<file path="src/rtl/dps_pkg.sv">
// shared types and constants for the double ended push stack
// depends on nothing; imported by dps_ram and double_ended_push_stack
package dps_pkg;

  localparam int DEPTH_DEF      = 16;
  localparam int WORD_WIDTH_DEF = 32;

  // operation codes
  localparam logic [2:0] OP_PUSH_TOP    = 3'd0;
  localparam logic [2:0] OP_PUSH_BOTTOM = 3'd1;
  localparam logic [2:0] OP_POP_TOP     = 3'd2;
  localparam logic [2:0] OP_CLEAR       = 3'd3;
  localparam logic [2:0] OP_QUERY       = 3'd4;

  // status codes
  localparam logic [1:0] ST_OK    = 2'd0;
  localparam logic [1:0] ST_FULL  = 2'd1;
  localparam logic [1:0] ST_EMPTY = 2'd2;

  typedef struct packed {
    logic [2:0]  opcode;
    logic [31:0] item_value;
  } dps_in_t;

  typedef struct packed {
    logic [31:0] popped_value;
    logic        pop_valid;
    logic [31:0] top_value;
    logic        is_empty;
    logic [4:0]  entry_count;
    logic [1:0]  status;
  } dps_out_t;

endpackage

</file>
<file path="src/rtl/dps_ram.sv">
// entry store: one write port, one registered read port
// write-first forwarding when both ports hit the same entry; uses dps_pkg defaults
module dps_ram #(
  parameter int DEPTH = dps_pkg::DEPTH_DEF,
  parameter int WIDTH = dps_pkg::WORD_WIDTH_DEF,
  parameter int AW    = (DEPTH > 1) ? $clog2(DEPTH) : 1
) (
  input  logic             clk,
  input  logic             we,
  input  logic [AW-1:0]    waddr,
  input  logic [WIDTH-1:0] wdata,
  input  logic [AW-1:0]    raddr,
  output logic [WIDTH-1:0] rdata
);
  import dps_pkg::*;

  logic [WIDTH-1:0] mem [DEPTH];
  logic [WIDTH-1:0] rdata_r;

  always_ff @(posedge clk) begin
    if (we) begin
      mem[waddr] <= wdata;
    end
  end

  // new data wins when the read hits the entry being written
  always_ff @(posedge clk) begin
    if (we && (waddr == raddr)) begin
      rdata_r <= wdata;
    end else begin
      rdata_r <= mem[raddr];
    end
  end

  assign rdata = rdata_r;

endmodule

</file>
<file path="src/rtl/double_ended_push_stack.sv">
// Double ended push stack: a ring of DEPTH words pushed at the top or bottom and popped
// at the top. The block takes one operation per clock (busy is high only during reset)
// and gives its result on the out_ ports in the cycle right after the accepting edge,
// marked by out_valid for that one cycle; the receiver cannot stall. The entry store is
// a single-port-write, registered-read memory that always holds the current top word on
// its read port, so a pop never waits. A push to a full store is dropped with status
// full, a pop from an empty store reports status empty; clear empties the store at once.
// depends on dps_pkg and dps_ram
module double_ended_push_stack #(
  parameter int DEPTH      = dps_pkg::DEPTH_DEF,
  parameter int WORD_WIDTH = dps_pkg::WORD_WIDTH_DEF
) (
  input  logic               clk,
  input  logic               rst_n,
  input  logic               start,
  output logic               busy,
  input  dps_pkg::dps_in_t   in_data,
  output logic               out_valid,
  output dps_pkg::dps_out_t  out_data
);
  import dps_pkg::*;

  localparam int AW = (DEPTH > 1) ? $clog2(DEPTH) : 1;
  localparam int CW = $clog2(DEPTH + 1);
  localparam logic [AW-1:0] LAST_IDX = AW'(DEPTH - 1);
  localparam logic [CW-1:0] FULL_CNT = CW'(DEPTH);

  logic [AW-1:0]         top_r, top_nxt;
  logic [CW-1:0]         count_r, count_nxt;
  logic                  out_valid_r;
  logic [WORD_WIDTH-1:0] popped_r, popped_nxt;
  logic                  pop_valid_r, pop_valid_nxt;
  logic [1:0]            status_r, status_nxt;

  logic                  accept;
  logic                  wr_en;
  logic [AW-1:0]         wr_addr;
  logic [WORD_WIDTH-1:0] wr_word;
  logic [WORD_WIDTH-1:0] top_word;
  logic [AW:0]           bot_sum;
  logic [AW-1:0]         bot_addr;
  logic [AW-1:0]         top_dec;
  logic [AW-1:0]         top_inc;

  // no beat is taken while reset holds the state
  assign busy   = !rst_n;
  assign accept = start && !busy;

  assign wr_word = WORD_WIDTH'(in_data.item_value);

  // slot just below the bottom word, count is below DEPTH whenever it is used
  assign bot_sum  = {1'b0, top_r} + (AW+1)'(count_r);
  assign bot_addr = (bot_sum >= (AW+1)'(DEPTH)) ? AW'(bot_sum - (AW+1)'(DEPTH))
                                                 : bot_sum[AW-1:0];
  assign top_dec  = (top_r == '0) ? LAST_IDX : top_r - AW'(1);
  assign top_inc  = (top_r == LAST_IDX) ? '0 : top_r + AW'(1);

  always_comb begin
    top_nxt       = top_r;
    count_nxt     = count_r;
    popped_nxt    = '0;
    pop_valid_nxt = 1'b0;
    status_nxt    = ST_OK;
    wr_en         = 1'b0;
    wr_addr       = top_r;
    if (accept) begin
      unique case (in_data.opcode)
        OP_PUSH_TOP: begin
          if (count_r >= FULL_CNT) begin
            status_nxt = ST_FULL;
          end else begin
            top_nxt   = top_dec;
            wr_en     = 1'b1;
            wr_addr   = top_dec;
            count_nxt = count_r + CW'(1);
          end
        end
        OP_PUSH_BOTTOM: begin
          if (count_r >= FULL_CNT) begin
            status_nxt = ST_FULL;
          end else begin
            wr_en     = 1'b1;
            wr_addr   = bot_addr;
            count_nxt = count_r + CW'(1);
          end
        end
        OP_POP_TOP: begin
          if (count_r == '0) begin
            status_nxt = ST_EMPTY;
          end else begin
            popped_nxt    = top_word;
            pop_valid_nxt = 1'b1;
            top_nxt       = top_inc;
            count_nxt     = count_r - CW'(1);
          end
        end
        OP_CLEAR: begin
          top_nxt   = '0;
          count_nxt = '0;
        end
        default: begin
          // query and unused codes leave the state alone
        end
      endcase
    end
  end

  // read port always follows the next top, so top_word is the top between beats
  dps_ram #(
    .DEPTH (DEPTH),
    .WIDTH (WORD_WIDTH),
    .AW    (AW)
  ) u_ram (
    .clk   (clk),
    .we    (wr_en),
    .waddr (wr_addr),
    .wdata (wr_word),
    .raddr (top_nxt),
    .rdata (top_word)
  );

  always_ff @(posedge clk) begin
    if (!rst_n) begin
      top_r       <= '0;
      count_r     <= '0;
      out_valid_r <= 1'b0;
    end else begin
      top_r       <= top_nxt;
      count_r     <= count_nxt;
      out_valid_r <= accept;
    end
  end

  always_ff @(posedge clk) begin
    if (accept) begin
      popped_r    <= popped_nxt;
      pop_valid_r <= pop_valid_nxt;
      status_r    <= status_nxt;
    end
  end

  assign out_valid             = out_valid_r;
  assign out_data.popped_value = 32'(popped_r);
  assign out_data.pop_valid    = pop_valid_r;
  assign out_data.top_value    = (count_r == '0) ? '0 : 32'(top_word);
  assign out_data.is_empty     = (count_r == '0);
  assign out_data.entry_count  = 5'(count_r);
  assign out_data.status       = status_r;

  a_count_range: assert property (@(posedge clk) disable iff (!rst_n)
    count_r <= FULL_CNT)
    else $error("entry count above depth");

  a_result_follows: assert property (@(posedge clk) disable iff (!rst_n)
    accept |=> out_valid)
    else $error("no result in the cycle after start");

  a_pop_status: assert property (@(posedge clk) disable iff (!rst_n)
    out_valid && out_data.pop_valid |-> out_data.status == ST_OK)
    else $error("pop reported with a failure status");

  a_full_drop: assert property (@(posedge clk) disable iff (!rst_n)
    out_valid && (out_data.status == ST_FULL) |-> count_r == FULL_CNT && $stable(count_r))
    else $error("dropped push changed the count");

  a_empty_pop: assert property (@(posedge clk) disable iff (!rst_n)
    out_valid && (out_data.status == ST_EMPTY) |-> count_r == '0 && !out_data.pop_valid)
    else $error("empty pop with stored entries");

endmodule

</file>
<file path="config.mk">
export PLATFORM = sky130hd
export DESIGN_NAME = double_ended_push_stack
export DESIGN_NICKNAME = d
export VERILOG_FILES = /design/src/rtl/dps_pkg.sv /design/src/rtl/dps_ram.sv /design/src/rtl/double_ended_push_stack.sv
export SDC_FILE = /design/constraint.sdc
export NUM_CORES = 1
export LEC_CHECK = 0
export ABC_AREA = 1
export ABC_CLOCK_PERIOD_IN_PS = 4800
export BUFFER_PORTS_ARGS = -buffer_cell sky130_fd_sc_hd__buf_4
export CAP_MARGIN = 20
export CORE_ASPECT_RATIO = 1.5
export CORE_MARGIN = 10
export CORE_UTILIZATION = 50
export DETAILED_ROUTE_END_ITERATION = 8
export PLACE_DENSITY = 0.75
export SETUP_SLACK_MARGIN = 0.15
export SYNTH_ARGS = -nofsm -noshare
export SYNTH_HDL_FRONTEND = slang
export SYNTH_SLANG_ARGS = --single-unit
</file>
<file path="constraint.sdc">
create_clock -name clk -period 4.8 [get_ports clk]
set_clock_uncertainty 0.05 [all_clocks]
set_input_delay 0.48 -clock clk [delete_from_list [all_inputs] [get_ports clk]]
set_output_delay 0.48 -clock clk [all_outputs]
set_load 0.02 [all_outputs]
</file>
== Yosys cells after proc, flatten, opt, wreduce, memory -nomap -nowiden ==
Memory sizes are Yosys's and may differ from the RTL's. A register that Yosys moved wholly into a read port is not among the register bits.
Cells that the tools add are included.

* Logic and storage cells: 52
* Output and inout port bits: 75
* Register bits: 45
* Memories: 1
* Bits of input ports: 38
* RAM bits: 512

* Reduce and logical (&&, ||, !) cells: 8
* Mux-type cells: 23
* Eq/ne operators: 6
* Add/subtract/negate cells: 6
* Order comparisons: 2

{| class="wikitable"
|+ Memory list
! name !! depth !! width !! rd ports !! clocked after Yosys merged registers in !! wr ports !! RTL line !! RTL
|-
| u_ram.mem || 16 || 32 || 1 || 1 || 1 || dps_ram.sv:17 || <nowiki>logic [WIDTH-1:0] mem [DEPTH];</nowiki>
|}

{| class="wikitable"
|+ Operator list
! kind !! count
|-
| 32-bit two-way mux || 1
|-
| 4-bit two-way mux || 8
|-
| 5-bit one-hot mux with 3 select lines || 1
|-
| 4-bit one-hot mux with 3 select lines || 1
|-
| 5-bit greater-or-equal comparator (second input constant) || 2
|-
| 5-bit two-way mux || 2
|-
| 4-bit one-hot mux with 2 select lines || 1
|-
| 4-bit by 1-bit subtractor with 4-bit output (second input constant) || 2
|-
| 1-bit two-way mux || 7
|-
| 3-bit by 2-bit equality test with 1-bit output (second input constant) || 2
|-
| 4-bit by 5-bit adder with 5-bit output || 1
|-
| 5-bit by 1-bit adder with 5-bit output (second input constant) || 1
|-
| 5-bit zero test || 1
|-
| 5-bit by 1-bit subtractor with 5-bit output (second input constant) || 1
|-
| 4-bit by 1-bit adder with 4-bit output (second input constant) || 1
|-
| 4-bit equality test (second input constant) || 1
|-
| 4-bit zero test || 1
|-
| 2-bit != test (second input constant) || 2
|-
| 2-bit one-hot mux with 2 select lines || 1
|-
| 4-bit AND reduction || 1
|-
| 3-bit by 1-bit equality test with 1-bit output (second input constant) || 1
|-
| 3-bit zero test || 1
|-
| 3-bit nonzero test || 1
|-
| 2-bit two-way mux || 1
|-
| other kinds (3) || 3
|}

== Logic depth before layout (Yosys ltp) ==
Gate-level depths: netlist of the first run.

* Word-level depth: 6
* Depth in mapped cells: 12
* Gate-level depth less buffers: 12

== By module ==
A second synthesis of the first run with hierarchy kept.

* Cell total of the unflattened synthesis: 2425
* Area, all modules: 24750.0 µm²

{| class="wikitable"
|+ Modules (own cells, without submodules)
! module !! sequential area each (µm²) !! area an instance (µm²) !! cells each !! instances
|-
| dps_ram || 15454.8 || 22170.0 || 2092 || 1
|-
| double_ended_push_stack || 1251.2 || 2580.0 || 333 || 1
|}

== Worst setup path after synthesis of the first run ==
Ideal clock, no wire load.

* Path type: register -> register
* Start: reg count_r[0]
* End: mem u_ram.mem[11][0] (netlist name) (enable)
* Period minus slack after synthesis: 3577 ps
* Required time: 4329 ps
* Library setup time: 421 ps
* Path buffers: 0
* Arrival: 3106 ps
* Slack: 1223 ps
* Cell stages (with the launch flop): 11
* Cell sequence: dfxtp_1 -> ha_1 -> fa_1 -> nor2_1 -> nor3_1 -> nor2_1 -> nand2_1 -> o21ai_0 -> inv_1 -> nand2_1 -> nor2_1

* Word-level cells in the longest chain between the ends: 6
* Elaborated cells between the ends (all ways): 14
* Classes of those cells: 2 x add/sub; 2 x order compare; 10 x mux

{| class="wikitable"
|+ RTL lines
! element !! RTL line !! RTL
|-
| from (decl) || double_ended_push_stack.sv:29 || <nowiki>logic [CW-1:0] count_r, count_nxt;</nowiki>
|-
| from (signal assigned) || double_ended_push_stack.sv:129 || <nowiki>count_r <= count_nxt;</nowiki>
|-
| 4-bit by 5-bit adder with 5-bit output / 5-bit greater-or-equal comparator (equally long branches) || double_ended_push_stack.sv:52, double_ended_push_stack.sv:69, double_ended_push_stack.sv:79 ||
|-
| 4-bit by 1-bit subtractor with 4-bit output, or another cell as far along || double_ended_push_stack.sv:53 || <nowiki>assign bot_addr = (bot_sum >= (AW+1)'(DEPTH)) ? AW'(bot_sum - (AW+1)'(DEPTH))</nowiki>
|-
| 4-bit two-way mux / 1-bit two-way mux (equally long branches) || n/a ||
|-
| 4-bit two-way mux / 1-bit two-way mux (equally long branches) || double_ended_push_stack.sv:79, double_ended_push_stack.sv:66 ||
|-
| 4-bit one-hot mux with 2 select lines / 1-bit two-way mux (equally long branches) || double_ended_push_stack.sv:67, dps_ram.sv:21 ||
|-
| 4-bit two-way mux / 1-bit two-way mux (equally long branches) || double_ended_push_stack.sv:66, dps_ram.sv:22 ||
|-
| to (decl) || dps_ram.sv:17 ||
|}

Several ways; a longest one is shown, not always the timed one.

==> results.txt, run 1 <==
- The run finished with clean final reports.
- Tightest Pin Transition: 1380 ps
* DIE HEIGHT: 281 microns
- Startpoint-to-endpoint class of the critical path: flop to output pin
- The final number of max-transition violations is 0.
* Nature of the critical path endpoint: output pin
- In this run the number of H-tree levels came out at 2.
- Initial antenna violation count: 0
- Clock edge transition at the registers on the reported setup and hold paths: 60 ps
* Portion of the post-synthesis area used by sequential elements: 0.736
* Avg Inst Size Synth: 13.8 sq um
- Kind of launch point of the worst setup path: flop
- Peak supply drop: 265 uV
- Total Power Consumption: 9.99 mW
- Root cell of the clock tree: sky130_fd_sc_hd__clkbuf_16
- The first detailed-routing pass took 6 iterations.
* Final number of hold-violating endpoints: 0
- Number of maximum-capacitance constraint violations: 0
- Number of antenna diodes: 0
* Number of vias per cell after detailed routing: 6.08
* Number of nets in the final layout: 1775
- Global-route total usage across every layer: 0.196
- HPWL after detailed placement: 32.5 mm
- During synthesis, Yosys emitted a total of 0 warnings.
* Total Routed Length: 55.7 mm
- Dividing the final minimum period by the clock period gives 0.783.
* Upper clock frequency limit: 0.266 GHz
- After routing, the total negative slack on setup checks comes to 0 ps.
- Gates resized during post-CTS repair numbered 0.
* Critical path required time: 4270 ps
- Port buffering added 112 buffers.
- Post-synth cell types: 34
* Effective utilization at floorplan: 0.505
- The first global-routing pass estimated 84.7 mm of wire.
- The floorplan step defined a die boundary enclosing 54500 sq um.
- Net count of the mapped netlist: 1693
* CTS tree: built
* Layout cells sized above 1: 0.139
- Shortest clock period the worst path allows after layout: 3760 ps
- Unrepaired setup endpoints after global routing: false
- Hold is met by 90.8 ps.
- Of all nets on the critical path, the largest fanout is 256.
- Highest-count cells in the layout ignoring fill and taps: sky130_fd_sc_hd__edfxtp_1, sky130_fd_sc_hd__nor2_1, sky130_fd_sc_hd__buf_4, sky130_fd_sc_hd__o21bai_1, sky130_fd_sc_hd__o21ai_0
- At the worst endpoint, the arrival time is 3230 ps.
* Core Rows: 95
* Cell count after synthesis: 1645
* Maximum buffer depth of the clock tree: 3
* Post-route ant nets: 0
* Maximum number of pins on one net before global-route repair: 257
- In this run, synthesis produced a sequential element count of 561.
- Final number of setup-violating endpoints: 0
* Placeable core region: 44900 sq um
* Die width: 194 microns
- Worst slew margin: 0.0779
- The first routing iteration left 1424 violations.
- Number of remaining DRC errors: 0
* Post-CTS setup-driven buffer insertion count: 0
- Clock tree synthesis found a total of 561 sinks.
- Leaving out fill and tap cells, the most frequent cell in the layout is sky130_fd_sc_hd__edfxtp_1.
- Routed vias: 14291
* Cell area power density: 387 nW/um^2
- After synthesis the cells add up to 22700 sq um.
* P&R area growth vs syn: 13.6%
- Via count of the first global-routing pass: 14354
- Routability-driven placement finished with a final weighted congestion of 0.902.
- Clock tree synthesis inserted a total of 50 buffers.
- Buffers inserted to repair hold after CTS numbered 0.
* Latest clock arrival within the worst-skew pair: 590 ps
- Pin placement for this block handled 113 I/O pins.
* WL per Instance: 23.7 microns
- The min-delay analysis places its worst path in the category primary input to flop.
* Overflow left after global routing: 0
- Leakage dissipation: 8.50 nW
-- per-layer routing --
layer / global-route usage / up-vias / share of wire
li1: - / 6395 / -
met4: 0.0591 / 0 / 0.021
met1: 0.250 / 7174 / 0.39
met5: 0 / - / 0
met3: 0.0268 / 99 / 0.068
met2: 0.342 / 623 / 0.52
-- cells in the mapped netlist --
cell type                  count  share of area
sky130_fd_sc_hd__o211ai_1     27         0.0089
sky130_fd_sc_hd__o21bai_1    128          0.042
sky130_fd_sc_hd__inv_2         4        0.00066
sky130_fd_sc_hd__nand2_2       1        0.00028
sky130_fd_sc_hd__and3_1        1        0.00028
sky130_fd_sc_hd__xor2_1        4         0.0015
sky130_fd_sc_hd__edfxtp_1    547           0.72
sky130_fd_sc_hd__clkinv_1      3        0.00050
sky130_fd_sc_hd__nand4_1       1        0.00028
sky130_fd_sc_hd__xnor2_1       3         0.0012
sky130_fd_sc_hd__nor2_2        1        0.00028
sky130_fd_sc_hd__buf_6        11         0.0055
sky130_fd_sc_hd__dfxtp_1      14          0.012
sky130_fd_sc_hd__o21ai_0     124          0.027
sky130_fd_sc_hd__nor3_1        3        0.00066
sky130_fd_sc_hd__nand3_1      75          0.017
sky130_fd_sc_hd__nand3_2       1        0.00044
sky130_fd_sc_hd__nor2_1      269          0.044
sky130_fd_sc_hd__fa_1          2         0.0018
sky130_fd_sc_hd__o221ai_1     96          0.037
sky130_fd_sc_hd__clkbuf_2      6         0.0013
sky130_fd_sc_hd__inv_1        30         0.0050
sky130_fd_sc_hd__buf_1         5        0.00083
sky130_fd_sc_hd__a21oi_2       1        0.00039
sky130_fd_sc_hd__a21oi_1      78          0.017
sky130_fd_sc_hd__ha_1          8         0.0044
sky130_fd_sc_hd__o21a_1       32          0.011
sky130_fd_sc_hd__buf_2        29         0.0064
sky130_fd_sc_hd__nand2_1      59         0.0098
sky130_fd_sc_hd__clkbuf_1     50         0.0083
sky130_fd_sc_hd__buf_4        12         0.0040
sky130_fd_sc_hd__nand4_2       1        0.00055
sky130_fd_sc_hd__o211ai_2      5         0.0028
sky130_fd_sc_hd__o21ai_1      14         0.0031
-- power breakdown --
part | switching, mW | total (mW) | internal, mW
Clock | 1.73 | 4.00 | 2.26
Sequential | 0.0160 | 5.42 | 5.40
Combinational | 0.411 | 0.578 | 0.167
-- per-stage QoR --
stage,setup WS (ps),instances,cell area [sq um],util
global route,961,2349,25800,0.574
finish,1040,2349,25800,0.574
CTS,1150,2347,25800,0.573
global placement,1410,2252,24100,0.536
detailed placement,1370,2255,24100,0.537
floorplan,1220,1645,22700,-
-- worst max-delay path, stage by stage, from the launching register on --
cell	delay (ps)
sky130_fd_sc_hd__dfxtp_4	380
sky130_fd_sc_hd__buf_12	510
sky130_fd_sc_hd__o21ai_0	290
sky130_fd_sc_hd__o221ai_1	350
sky130_fd_sc_hd__nand3_1	230
sky130_fd_sc_hd__a21oi_1	220
sky130_fd_sc_hd__buf_4	190
-- area by class of cell --
type | count | area [sq um]
repair buffers | 143 | 1190
multi-input cells | 934 | 5390
well taps | 582 | 728
clock inverters | 26 | 327
clock buffers | 66 | 1310
inverters | 37 | 144
fillers | 3409 | 19100
flip-flops and latches | 561 | 16700
-- sequential cells by signal (all words and copies together), names as in the netlist, named ones only --
signal and flops:
u_ram.mem 512, popped_r 32, count_r 5, top_r 4
status_r 2, out_valid 1, pop_valid_r 1
-- kinds of logic (layout without fill, tap and decap cells) --
group	after synthesis	count (layout)	share of synthesized area
xor gates and xnor gates	7	7	0.00270
and+or+nand+nor	412	412	0.0735
adders and majority gates	10	10	0.00617
buffers and inverters	150	272	0.0323
DFF	561	561	0.736
AOI/OAI and AO/OA	505	505	0.150
-- final timing paths --
check,slack (ps),to,start,depth (start not counted)
worst min-delay path,90,out_valid$_SDFF_PN0_,start,3
worst max-delay path,1040,out_data[14],flop,6
worst max register to register,1360,u_ram.mem[15][11]$_DFFE_PP_,count_r[0]$_SDFFE_PN0P_,11
worst min register to register,520,top_r[0]$_SDFF_PN0_,top_r[0]$_SDFF_PN0_,2
No activity file was read; power rests on OpenSTA's default activity.
==> run 2, diff against run 1 <==
--- a/config.mk
+++ b/config.mk
@@ -5,8 +5,8 @@
 export SDC_FILE = /design/constraint.sdc
 export NUM_CORES = 1
 export LEC_CHECK = 0
-export ABC_AREA = 1
-export ABC_CLOCK_PERIOD_IN_PS = 4800
+export ABC_AREA = 0
+export ABC_CLOCK_PERIOD_IN_PS = 3700
 export BUFFER_PORTS_ARGS = -buffer_cell sky130_fd_sc_hd__buf_4
 export CAP_MARGIN = 20
 export CORE_ASPECT_RATIO = 1.5
==> constraint.sdc (replaced) <==
create_clock -name clk -period 3.7 [get_ports clk]
set_clock_uncertainty 0.05 [all_clocks]
set_input_delay 0.37 -clock clk [delete_from_list [all_inputs] [get_ports clk]]
set_output_delay 0.37 -clock clk [all_outputs]
set_load 0.02 [all_outputs]
==> run 2 against run 1 <==
Net effect:
- via count decreased by 26%
- combinational power shrank 4.0%
- total power is 24% higher
- clock-buffer cell count fell by 5
- sequential power up 29%
- area after synthesis decreased by 3.4%
- first-iteration DRC count decreased by 28%
- flip-flop and latch count unchanged
- global-route usage decreased by 1.2 points
- non-clock buffer count up 12
- largest cell class unchanged
- worst setup slack got worse by 700 ps
==> results.txt, run 2 <==
* Number of antenna diodes: 0 (unchanged)
- Endpoint arrival time on the critical path: 2940 ps (-290 ps)
* Peak supply drop: 372 uV (+40%)
- The DRC violation total after the first TritonRoute iteration was 1025 (-28%).
- Top Registers: u_ram.mem (512), popped_r (32), count_r (5)
* DIE HEIGHT: 276 microns (-1.6%)
- Post-synth cell types: 54 (+59%)
- The total number of H-tree levels came to 2 (unchanged).
* CTS tree: built
- Among all stages on the critical path, the largest delay is contributed by sky130_fd_sc_hd__dfxtp_4.
* Asr flop ratio synth: 0 (unchanged)
* Die width: 191 microns (-1.6%)
- Largest register by flop count: u_ram.mem
* HPWL after detailed placement: 26.6 mm (-18%)
* Latest clock arrival within the worst-skew pair: 560 ps (-30 ps)
* Max Transition Viols Final: 0 (unchanged)
- The tightest hold margin is 53.4 ps (-37.4 ps).
* Dominant synthesized flop cell: sky130_fd_sc_hd__edfxtp_1
- The count of hold-fix buffers inserted at cts came to 0 (unchanged).
* Routed vias: 10516 (-26%)
* Slowest stage delay, CP: 610 ps (+100 ps)
- The total wirelength of the detailed-routed design was 48.4 mm (-13%).
- Synthesized-area fraction occupied by and/or/nand/nor cells: 0.0398 (-0.0337)
- The register bit total from synthesis was 561 (unchanged).
- Effective utilization at floorplan: 0.508 (+0.00252)
- The number of rows created at floorplan is 93 (-2.1%).
- Global-route total usage across every layer: 0.184 (-0.0120)
- Number of remaining DRC errors: 0 (unchanged)
* Filler cell count in the final layout: 2933 (-14%)
* Nature of the critical path endpoint: output pin
- Ys Warns: 0 (unchanged)
- Avg Inst Size Synth: 22.3 sq um (+62%)
* Synth Cell Area: 21900 sq um (-3.4%)
* Shortest clock period the worst path allows after layout: 3360 ps
- The number of buffers created by CTS came to 48 (-4.0%).
* Initial antenna violation count: 0 (unchanged)
* Worst Path Max Fanout: 11 (-96%)
- The number of max-cap violations came to 0 (unchanged).
- Count of flip-flops with a built-in enable after synthesis: 547 (unchanged)
- The number of top-level pins was 113 (unchanged).
* Post-CTS setup-driven buffer insertion count: 0 (unchanged)
- The number of vias per cell was 6.04 (-0.77%).
* Kind of launch point of the worst setup path: flop
- Most area-consuming cells after synthesis: sky130_fd_sc_hd__edfxtp_1, sky130_fd_sc_hd__mux4_2, sky130_fd_sc_hd__dfxtp_1
- Overflow left after global routing: 0 (unchanged)
- The post-placement cell area was 24000 sq um (-0.48%).
- Final number of setup-violating endpoints: 0 (unchanged)
- Root cell of the clock tree: sky130_fd_sc_hd__clkbuf_16
- Startpoint-to-endpoint class of the critical path: flop to output pin
- The path class of the tightest hold or removal check is primary input to flop.
* Highest-count cells in the layout ignoring fill and taps: sky130_fd_sc_hd__edfxtp_1, sky130_fd_sc_hd__mux4_2, sky130_fd_sc_hd__buf_4, sky130_fd_sc_hd__clkbuf_16, sky130_fd_sc_hd__nor2b_1
* P&R area growth vs syn: 16.3%
- The power density over cell area was 484 nW/um^2 (+25%).
* First-pass GRT wire length: 72.9 mm (-14%)
- Synth Area in Compound Gates: 0.0134 (-0.136)
- The synthesized netlist cell count came to 983 (-40%).
- The worst endpoint required time came to 3280 ps (-990 ps).
- The final antenna-violating net count was 0 (unchanged).
- The floorplan die area is 52800 sq um (-3.1%).
- Max FFs per register: 512 (unchanged)
- # port buffers: 112 (unchanged)
- Post-cts repair resize count: 0 (unchanged)
- Leaving out fill and tap cells, the most frequent cell in the layout is sky130_fd_sc_hd__edfxtp_1.
- Maximum number of pins on one net before global-route repair: 56 (-78%)
* Number of nets in the final layout: 1184 (-33%)
- Placeable core region: 43200 sq um (-3.9%)
* Portion of the post-synthesis area used by sequential elements: 0.762 (+0.0262)
* Area leader, netlist: sky130_fd_sc_hd__edfxtp_1
- Cell Chain, Critical Path: buf_4, mux4_2, mux4_2, nor2b_1, buf_4
- The design area was 25500 sq um (-1.2%).
* Upper clock frequency limit: 0.298 GHz
* Total iterations of the first detailed-routing run: 4 (-2)
- WL per Instance: 27.8 microns (+17%)
- The clock-pin slew reported for the worst setup and hold paths after clock tree synthesis came to 60 ps (about the same).
- Final weighted congestion of routability-driven global placement: 0.891 (-1.2%)
- Unrepaired setup endpoints after global routing: false
- The proportion of layout cells with a drive suffix above 1 came to 0.345 (+0.206).
- Main combinational cell family by area after synthesis: multiplexers
* Clock tree sinks: 561 (unchanged)
- The area share of the leading cell type in the synthesized netlist came to 0.749 (+0.0258).
- Run status: completed
* Tightest Pin Transition: 1020 ps (-363 ps)
* Most numerous cell in the Yosys netlist: sky130_fd_sc_hd__edfxtp_1
- Xor/xnor share of the synthesized area: 0.00120 (-0.00150)
* Share of synthesized area spent on multiplexers: 0.165 (+0.165)
* Final number of hold-violating endpoints: 0 (unchanged)
- Synthesized-area fraction occupied by adder cells: 0.00639 (+0.000220)
- The maximum root-to-sink buffer count came to 3 (unchanged).
* Most frequent cells after synthesis: sky130_fd_sc_hd__edfxtp_1, sky130_fd_sc_hd__mux4_2, sky130_fd_sc_hd__nor2b_1, sky130_fd_sc_hd__and2_1, sky130_fd_sc_hd__clkbuf_1
- The worst-case headroom to the max-slew limit is 0.319 (+0.241).
* Via count of the first global-routing pass: 11068 (-23%)
* Portion of the clock cycle consumed by the worst path in the final layout: 0.908
- Net count of the mapped netlist: 1031 (-39%)
- Leakage dissipation: 8.07 nW (-5.0%)
-- run 2: layout make-up --
| cell class | count | area, sq um | area share |
|---|---|---|---|
| Inverter | 10 | 37.5 | 0.00147 |
| Timing Repair Buffer | 155 | 1400 | 0.0548 |
| Clock buffer | 61 | 1270 | 0.0499 |
| Sequential cell | 561 | 16700 | 0.656 |
| Tap cell | 570 | 713 | 0.0280 |
| Clock inverter | 25 | 191 | 0.00751 |
| Multi-Input combinational cell | 360 | 5170 | 0.203 |
-- run 2: layer usage --
| layer | global-route usage | up-vias | share of wire |
|---|---|---|---|
| met2 | 0.312 | 428 | 0.53 |
| met3 | 0.0311 | 80 | 0.065 |
| li1 | - | 4435 | - |
| met4 | 0.0561 | 0 | 0.025 |
| met5 | 0 | - | 0 |
| met1 | 0.239 | 5573 | 0.38 |
-- run 2: path summary, 6_finish.rpt --
check	startpoint	endpoint	cells past startpoint	slack (ps)
max	flop	out_data[38]	5	340
min	in_data[25]	u_ram.mem[6][25]$_DFFE_PP_	1	50
max reg2reg	count_r[4]$_SDFFE_PN0P_	u_ram.mem[7][0]$_DFFE_PP_	6	520
min reg2reg	count_r[2]$_SDFFE_PN0P_	count_r[2]$_SDFFE_PN0P_	2	480
-- run 2: critical path: cells and delay by family (launching register included) --
family        cells  cell delay [ps]
buf+inv           2              490
flops             1              610
mux               2             1110
simple gates      1              170
-- run 2: kinds of logic after synthesis --
| family | Yosys count |
|---|---|
| DFF | 561 |
| muxes | 161 |
| and+or+nand+nor | 143 |
| buffers and inverters | 62 |
| AOI/OAI and AO/OA | 43 |
| adders and majority gates | 10 |
| xor gates and xnor gates | 3 |
-- run 2: power breakdown --
group	leakage, nW	switching (mW)	total [mW]	internal (mW)
registers	5.07	0.0251	7.01	6.99
clock network	0.715	2.14	4.78	2.64
logic	2.29	0.330	0.555	0.225
total	8.07	2.50	12.3	9.85
-- run 2: through the flow --
step,setup slack [ps],total power [mW],instances,utilization,TNS [ps]
2_1_floorplan,-478,7.43,983,-,-164010
3_3_place_gp,649,7.69,1655,0.556,0
3_5_place_dp,608,7.71,1655,0.556,0
4_1_cts,176,12.4,1741,0.590,0
5_1_grt,266,12.7,1742,0.591,0
6_report,339,12.3,1742,0.591,0
